### src/rtl/ocr_pkg.sv
`timescale 1ns / 1ps
`default_nettype none

package ocr_pkg;

    localparam int KEY_W        = 32;
    localparam int NU_W         = 32;
    localparam int STAMP_W      = 32;
    localparam int CAP_W        = 5;
    localparam int MAX_CAPACITY = 64;
    localparam int IDX_W        = 6;

    typedef logic [IDX_W-1:0]   idx_t;
    typedef logic [KEY_W-1:0]   key_t;
    typedef logic [NU_W-1:0]    nu_t;
    typedef logic [STAMP_W-1:0] stamp_t;

    // Running result of the search as it walks along the row of cells.
    typedef struct packed {
        logic   valid;
        logic   hit;
        idx_t   hit_idx;
        logic   free_found;
        idx_t   free_idx;
        logic   vic_found;
        idx_t   vic_idx;
        nu_t    best_nu;
        stamp_t best_age;
        key_t   best_key;
    } scan_tok_t;

    // Entry update broadcast to every cell; only the addressed one takes it.
    typedef struct packed {
        logic   en;
        idx_t   idx;
        key_t   key;
        nu_t    next_use;
        stamp_t stamp;
    } cell_wr_t;

endpackage

`default_nettype wire

### src/rtl/ocr_cell.sv
`timescale 1ns / 1ps
`default_nettype none

module ocr_cell #(
    parameter int INDEX = 0
) (
    input  wire logic              clk,
    input  wire logic              rst_n,
    input  wire ocr_pkg::key_t     req_key,
    input  wire ocr_pkg::stamp_t   now,
    input  wire ocr_pkg::cell_wr_t wr,
    input  wire ocr_pkg::scan_tok_t tok_in,
    output ocr_pkg::scan_tok_t     tok_out
);

    localparam ocr_pkg::idx_t MY_IDX = ocr_pkg::idx_t'(INDEX);

    logic                valid_reg;
    ocr_pkg::key_t       key_reg;
    ocr_pkg::nu_t        nu_reg;
    ocr_pkg::stamp_t     last_reg;
    logic                tok_valid_reg;
    ocr_pkg::scan_tok_t  tok_reg;
    ocr_pkg::scan_tok_t  tok_next;
    ocr_pkg::stamp_t     age;
    logic                match;
    logic                better;
    logic                wr_sel;

    assign wr_sel = wr.en && (wr.idx == MY_IDX);
    assign age    = now - last_reg;
    assign match  = valid_reg && (key_reg == req_key);

    // Strict comparisons keep the earlier slot on a full tie.
    assign better = valid_reg &&
                    (!tok_in.vic_found || (nu_reg > tok_in.best_nu) ||
                     ((nu_reg == tok_in.best_nu) && (age > tok_in.best_age)));

    always_comb
    begin
        tok_next = tok_in;
        if (!tok_in.hit && match)
        begin
            tok_next.hit     = 1'b1;
            tok_next.hit_idx = MY_IDX;
        end
        if (!tok_in.free_found && !valid_reg)
        begin
            tok_next.free_found = 1'b1;
            tok_next.free_idx   = MY_IDX;
        end
        if (better)
        begin
            tok_next.vic_found = 1'b1;
            tok_next.vic_idx   = MY_IDX;
            tok_next.best_nu   = nu_reg;
            tok_next.best_age  = age;
            tok_next.best_key  = key_reg;
        end
    end

    always_ff @(posedge clk or negedge rst_n)
    begin
        if (!rst_n)
        begin
            valid_reg     <= 1'b0;
            tok_valid_reg <= 1'b0;
        end
        else
        begin
            if (wr_sel)
            begin
                valid_reg <= 1'b1;
            end
            tok_valid_reg <= tok_in.valid;
        end
    end

    always_ff @(posedge clk)
    begin
        if (wr_sel)
        begin
            key_reg  <= wr.key;
            nu_reg   <= wr.next_use;
            last_reg <= wr.stamp;
        end
        tok_reg <= tok_next;
    end

    always_comb
    begin
        tok_out       = tok_reg;
        tok_out.valid = tok_valid_reg;
    end

endmodule

`default_nettype wire

### config.mk
export PLATFORM = sky130hd
export DESIGN_NAME = ocr_cell
export DESIGN_NICKNAME = d
export VERILOG_FILES = /design/src/rtl/ocr_pkg.sv /design/src/rtl/ocr_cell.sv
export SDC_FILE = /design/constraint.sdc
export NUM_CORES = 1
export LEC_CHECK = 0
export ABC_CLOCK_PERIOD_IN_PS = 8100
export BUFFER_PORTS_ARGS = -buffer_cell sky130_fd_sc_hd__buf_2
export CORE_AREA = 5 5 154 156
export DETAILED_ROUTE_END_ITERATION = 16
export DIE_AREA = 0 0 159 161
export GPL_ROUTABILITY_DRIVEN = 1
export GPL_TIMING_DRIVEN = 1
export HOLD_SLACK_MARGIN = 0.05
export PLACE_DENSITY = 0.77
export SYNTH_ARGS = -nofsm -noshare
export SYNTH_HDL_FRONTEND = slang
export SYNTH_SLANG_ARGS = --single-unit
### constraint.sdc
create_clock -name clk -period 8.1 [get_ports clk]
set_clock_uncertainty 0.05 [all_clocks]
set_input_delay 1.62 -clock clk [delete_from_list [all_inputs] [get_ports clk]]
set_output_delay 1.62 -clock clk [all_outputs]
set_load 0.01 [all_outputs]
# [Word-level counts from Yosys, hierarchy flattened]
# Index checks and enable logic that the tools add are counted.
# W data, S select, Z words.
[totals] word_cells=33 mem_bits_rw=0 mem_count=0 reg_bits=215 latchBits=0 romBits=0 in_bits=287
[classes] n_shift=0 reduce_logical=13 n_div=0 bitwise=0 mul=0 add_sub_neg=1 n_lt_le_gt_ge=2 eq_ne=2 n_mux=1
[op_table] op="$mux W96" n=1
[op_table] op="$eq A32 B32 Y1" n=2
[op_table] op="$gt A32 B32 Y1" n=2
[op_table] op="$sub A32 B32 Y32" n=1
[op_table] op="$logic_and A1 B1 Y1" n=6
[op_table] op="$logic_not A6 Y1" n=1
[op_table] op="$logic_not A1 Y1" n=4
[op_table] op="$logic_or A1 B1 Y1" n=2

# [Logic depth before layout (Yosys ltp)]
# Gate-level depths: netlist of run 1.
[logic_depth] ltp_word=6 depth_mapped=23 depth_no_buf=21

# [Least setup slack after synthesis of run 1]
# Ideal clock, no wire load.
[synth_path] path_kind="input to register" startpoint="input wr[98] (netlist bit)" endpoint="register valid_reg" arrival_time_ps=12254 n_path_buf=0 cell_stages=3 required_ps=7926 setup_slack_ps=-4328 path_cell_list="or4b_2 -> nor4_1 -> or2_2"
[synth_between] elab_chain_cells=2
[synth_lines] item="start, declared" line="ocr_cell.sv:11" source="input wire ocr_pkg::cell_wr_t wr,"
[synth_lines] item="$logic_not A6 Y1" line="ocr_cell.sv:30" source="assign wr_sel = wr.en && (wr.idx == MY_IDX);"
[synth_lines] item="$logic_and A1 B1 Y1" line="ocr_cell.sv:30"
[synth_lines] item="named net wr_sel" line="ocr_cell.sv:28" source="logic wr_sel;"
[synth_lines] item="end signal, assigned" line="ocr_cell.sv:66" source="valid_reg <= 1'b0;"
[synth_lines] item="end signal, assigned" line="ocr_cell.sv:73" source="valid_reg <= 1'b1;"
[synth_lines] item="end, declared" line="ocr_cell.sv:18" source="logic valid_reg;"
# The timed path passes the listed nets, and every way through them passes these cells.
# A chain may end at the register's enable or synchronous reset.

==> flow_metrics.py, run 1 <==
metrics = {
    "layout": {
        "nets": 1671,
        "drive_gt1_share_pct": 42.57,
        "final_util_pct": 60.49,
        "largest_reg_flops": 117,
        "layout-area-overhead-vs-synth_pct": 31.37,
        "final_cells": 1595,
        "final_cell_area_sq_um": 13450,
        "fill_cells": 1826,
    },
    "global_routing": {
        "grt_max_degree": 51,
        "overflow": 0,
        "grt_pass1_vias": 8790,
        "antenna_found_initial": 8,
        "grt_first_pass_wirelength_microns": 46600,
        "track_usage_pct": 22.66,
    },
    "synth": {
        "synth_top_area_cell": "edfxtp_1",
        "syn-num-nets": 1249,
        "yosysWarnings": 0,
        "async_reset_ff_share_pct": 0.9302,
        "syn-cell-area_sq_um": 10230,
        "synth_edf_count": 96,
        "synth.top_cell.area_share_pct": 28.17,
        "synth_ff_type": "dfxtp_1",
        "ys_seq_area_share_pct": 51.54,
        "syn_avg_cell_area_sq_um": 11.82,
        "synth_cells": 866,
        "synth-seq-cells": 215,
        "synth.distinct_cells": 59,
        "yosys-top-cells-area": "edfxtp_1, dfxtp_1, ha_1",
    },
    "timing": {
        "fin_crit_ps": 6510,
        "whs_ps": 458.3,
        "period_share_pct": 80.37,
        "clock.fmax_mhz": 153.6,
        "final-max-slew-violation-count": 0,
        "final-hold-violation-count": 0,
        "max_slew.worst_pin.slew_ps": 721.4,
        "fin_setup_tns_ps": 0,
        "max_slew_margin_pct": 51.91,
        "setup_viol": 0,
        "rsz0062_at_grt": "no",
    },
    "floorplanning": {
        "ios": 405,
        "num_rows": 55,
        "dieArea_sq_um": 25600,
        "start_util_pct": 46.05,
        "core_area_sq_um": 22230,
        "chipWidth_microns": 159,
        "die_h_microns": 161,
    },
    "placed_design": {
        "placed_area_sq_um": 12620,
        "io_buffer_count": 404,
        "dp.cells": 1547,
        "dp_hpwl_microns": 24600,
        "gp_congestion": 0.8866,
    },
    "detailed_routing": {
        "drt_first_pass_iters": 5,
        "ant_nets": 0,
        "vias": 8136,
        "avgViaCountPerCell": 5.101,
        "drc": 0,
        "wirelength_microns": 30370,
        "drtIter0Drc": 360,
        "wire_per_inst_microns": 19.04,
    },
    "worst_setup_path": {
        "endpoint_kind": "flip-flop",
        "crit_required_ps": 8460,
        "start_kind": "primary input",
        "cp_top_family": "compound AO/OA/AOI/OAI gates",
        "critical-path-max-stage-delay_ps": 570,
        "critPathMaxFanout": 28,
        "crit_chain": "buf_2 -> inv_1 -> ha_1 -> inv_1 -> fa_1 -> a211o_1 -> a2111oi_4 -> nor3b_2 -> o211ai_2 -> a21oi_2 -> o21ai_2 -> o21ai_1 -> xor2_1 -> ha_1 -> a21o_1 -> a2111oi_0 -> o311ai_1 -> a21oi_1 -> or2_2 -> buf_12 -> mux2_2",
        "critPathBufInv": 4,
        "crit_arrival_ps": 6870,
        "crit_type": "primary input to flip-flop",
        "cpMaxStageDelayCell": "a2111oi_0",
    },
    "power": {
        "ir_drop_uv": 220.7,
        "p_per_area_nw_per_um2": 209.9,
        "p_leak_uw": 0.006362,
    },
    "clock_network": {
        "cts_tree": "built",
        "cts_root_buf": "clkbuf_16",
        "clk_pin_slew_ps": 60,
        "htree_levels": 1,
        "cts_resized": 0,
        "clk_latency_ps": 530,
        "cts_buffer_depth": 3,
        "cts_sinks": 215,
        "cts_setup_buffers": 0,
        "cts_buffers": 24,
        "holdBufCountCts": 0,
    },
    "status": {
        "status": "completed",
    },
    "flow_run": {
        "max-cap-violations": 0,
    },
    "hold_path": {
        "min_path_type": "flip-flop to flip-flop",
    },
}
[power by group]
group          total [uW]  leakage [uW]  switching [uW]  internal (uW)
combinational         497       0.00408             252            245
clock                1100      0.000404             450            647
sequential           1230       0.00187            23.2           1200
[layout make-up]
cell class / count / area (sq um) / share of cell area, %
Tap cell: 285 / 356.6 / 2.652
Clock inverter: 11 / 107.6 / 0.8003
Sequential cell: 215 / 5275 / 39.23
Timing Repair Buffer: 408 / 2077 / 15.45
Inverter: 103 / 386.6 / 2.875
Clock buffer: 33 / 706.9 / 5.258
Antenna cell: 4 / 10.01 / 0.07445
Multi-Input combinational cell: 536 / 4526 / 33.66
[path summary, 6_finish.rpt]
| check | startpoint | end | slack (ps) | cells after the start |
|---|---|---|---|---|
| max | now[0] | tok_out[22] | 1590 | 21 |
| min | nu_reg[9] | tok_out[73] | 460 | 1 |
| min in group asynchronous | rst_n | valid_reg | 820 | 1 |
| max reg2reg | last_reg[0] | tok_out[22] | 2520 | 19 |
| max in group asynchronous | rst_n | tok_valid_reg | 7070 | 1 |
| min reg2reg | nu_reg[9] | tok_out[73] | 460 | 1 |
[logic make-up after synthesis]
logic type	synth area share (%)
flops	51.54
compound gates	9.450
simple gates	7.482
buf+inv	4.462
fa+ha+maj	11.81
mux	10.12
xor+xnor	5.134
[cells in the final DEF (no fill, tap or decap), types with 26 or more instances in the layout]
cell type,count
dfxtp_1,117
edfxtp_1,96
o21ai_0,28
buf_2,404
a21o_1,26
ha_1,95
nor2_1,27
xnor2_1,49
a21oi_1,44
inv_1,103
clkbuf_16,26
mux2_2,91
[per-layer routing]
layer | vias up | global-route usage, % | share of wire [%] | wire length, microns
met5 | - | 0 | 0.18 | 54
met4 | 6 | 7.096 | 2.7 | 808
met3 | 64 | 6.838 | 8.3 | 2513
met2 | 330 | 41.40 | 52 | 15680
met1 | 3787 | 25.34 | 37 | 11310
li1 | 3949 | - | - | -
[cell usage after synthesis, types with 13 or more instances]
cell / instances
edfxtp_1: 96
nand3_1: 13
a21oi_1: 44
nor2_1: 28
dfxtp_1: 117
o21ai_0: 28
nand4_1: 23
a21o_1: 26
ha_1: 95
xnor2_1: 49
inv_1: 103
nand2_1: 23
mux2_2: 91
and2_1: 14
[metrics by stage]
stage	setup WS [ps]	total power [uW]
after global placement	1199	1736
after floorplan	2230	1529
final	1590	2823
after detailed placement	1051	1747
after global routing	1224	2950
after CTS	1602	2853
Power figures use the tool's default switching activity.
==> inputs of run 2 (changes only) <==
- ABC_CLOCK_PERIOD_IN_PS: 8100 -> 5800
- CORE_AREA: 5 5 154 156 -> default
- CORE_MARGIN: default -> 5
- CORE_UTILIZATION: default -> 44
- DIE_AREA: 0 0 159 161 -> default
- PLACE_DENSITY: 0.77 -> 0.76
- clock period: 8.1 -> 5.8 ns (I/O delays scaled with it)
==> flow_metrics.py, run 2 (synthesis results as in run 1) <==
metrics = {
    "global_routing": {
        "grt_max_degree": 98,
        "grt_pass1_vias": 8549,
        "grt_use_met3_pct": 6.201,
        "track_usage_pct": 21.85,
        "top_usage_layer": "met2",
        "antenna_found_initial": 7,
        "overflow": 0,
        "grt_first_pass_wirelength_microns": 45490,
        "grtUsageMet1_pct": 24.42,
        "use_met2_pct": 39.62,
    },
    "worst_setup_path": {
        "crit_required_ps": 6170,
        "r2r_cells": 21,
        "start_kind": "primary input",
        "rr_endpoint": "tok_out[65]",
        "endpoint_kind": "flip-flop",
        "crit_arrival_ps": 5800,
        "crit_type": "primary input to flip-flop",
        "r2r_slack_ps": 830,
        "regToRegStartpoint": "last_reg[0]",
        "critPathMaxFanout": 45,
    },
    "layout": {
        "layout-area-overhead-vs-synth_pct": 32.75,
        "drive_gt1_share_pct": 42.77,
        "layout_commonest_cell": "buf_2",
        "nets": 1686,
        "final_cell_mix": "buf_2, dfxtp_1, inv_1",
        "fill_cells": 1879,
        "largest_reg_flops": 117,
        "final_util_pct": 59.65,
        "final_cell_area_sq_um": 13590,
    },
    "power": {
        "sequentialPowerShare_pct": 43.9,
        "p_per_area_nw_per_um2": 288.2,
        "ir_drop_uv": 275.0,
        "switching_power_uw": 1002,
        "p_leak_uw": 0.006417,
        "power_frac_comb_pct": 17.9,
        "p_clk_share_pct": 38.2,
        "switching_share_pct": 25.58,
        "internal_power_uw": 2914,
    },
    "timing": {
        "max_slew_margin_pct": 60.87,
        "clock.fmax_mhz": 184.0,
        "final-hold-violation-count": 0,
        "fin_setup_tns_ps": 0,
        "period_share_pct": 93.71,
        "setup_viol": 0,
        "final-max-slew-violation-count": 0,
        "rsz0062_at_grt": "no",
        "max_slew.worst_pin.slew_ps": 586.9,
        "fin_crit_ps": 5435,
    },
    "floorplanning": {
        "core_area_sq_um": 22780,
        "die_h_microns": 162.5,
        "num_rows": 55,
        "start_util_pct": 44.93,
        "ios": 405,
        "chipWidth_microns": 162.5,
        "dieArea_sq_um": 26410,
    },
    "detailed_routing": {
        "ant_nets": 0,
        "drt_first_pass_iters": 4,
        "drc": 0,
        "drtIter0Drc": 439,
        "avgViaCountPerCell": 4.995,
        "vias": 8196,
        "wire_per_inst_microns": 18.52,
        "wirelength_microns": 30400,
    },
    "hold_path": {
        "min_path_type": "primary input to asynchronous set/reset pin",
    },
    "clock_network": {
        "cts_tree": "built",
        "htree_levels": 1,
        "holdBufCountCts": 0,
        "clk_pin_slew_ps": 60,
        "cts_buffers": 24,
        "cts_buffer_depth": 3,
        "cts_resized": 0,
        "clk_latency_ps": 540,
        "cts_sinks": 215,
        "cts_root_buf": "clkbuf_16",
        "cts_setup_buffers": 0,
    },
    "flow_run": {
        "max-cap-violations": 0,
    },
    "placed_design": {
        "dp_hpwl_microns": 24500,
        "placed_area_sq_um": 12780,
        "io_buffer_count": 404,
        "gp_congestion": 0.8935,
    },
    "status": {
        "status": "completed",
    },
}
-- run 2: worst max path at each step --
stage | startpoint | end | slack [ps]
final | now[0] | tok_out[65] | 360
after floorplan | now[0] | tok_out[10] | 390
after global placement | now[0] | tok_out[1] | -20
after CTS | now[0] | tok_out[40] | 370
after detailed placement | now[0] | tok_out[65] | -150
after global routing | now[0] | tok_out[92] | 20
-- run 2: area by class of cell --
class | count | area (sq um) | area share (%)
antenna | 7 | 17.52 | 0.1289
sequential | 215 | 5275 | 38.82
inverter | 103 | 386.6 | 2.846
multi-input combinational | 536 | 4526 | 33.31
clock buffer | 36 | 696.9 | 5.129
timing repair buffer | 423 | 2202 | 16.21
clock inverter | 8 | 91.34 | 0.6723
tap | 313 | 391.6 | 2.882
-- run 2: metal layers --
layer  routed length (microns)  share of wire (%)
met5                        13              0.043
met4                      1143                3.8
met3                      2576                8.5
met2                     15460                 51
met1                     11210                 37
-- run 2: metrics by stage --
| step | std cells | power [uW] | hold WS, ps | setup WS, ps |
|---|---|---|---|---|
| after CTS | 1634 | 3965 | 325.9 | 370.6 |
| after global placement | 1590 | 2433 | 432.0 | -15.10 |
| final | 1641 | 3916 | 360.7 | 364.9 |
| after detailed placement | 1590 | 2448 | 449.3 | -149.5 |
| after floorplan | 866 | 2135 | 425.2 | 389.5 |
| after global routing | 1639 | 4101 | 333.1 | 17.31 |
-- run 2: critical path, stage by stage --
cell and delay (ps):
buf_2 100, inv_1 50, ha_1 150, inv_1 50, fa_1 380, a211o_1 320, a2111oi_4 350, nor3b_2 120
o211ai_2 250, a21oi_1 160, o211ai_2 230, o31ai_1 130, xor2_1 180, ha_1 310, nand4_1 130, nor4_1 370
o21ai_0 140, o311ai_1 120, a21oi_1 130, buf_4 180, nor2_4 110, buf_12 260, mux2_2 380
-- run 2: power groups by stage --
stage               Sequential (uW)  Combinational (uW)  Clock, uW
floorplan                      1790                 343          0
global placement               1750                 683          0
detailed placement             1750                 698          0
CTS                            1720                 703       1540
global route                   1730                 768       1610
finish                         1720                 700       1500
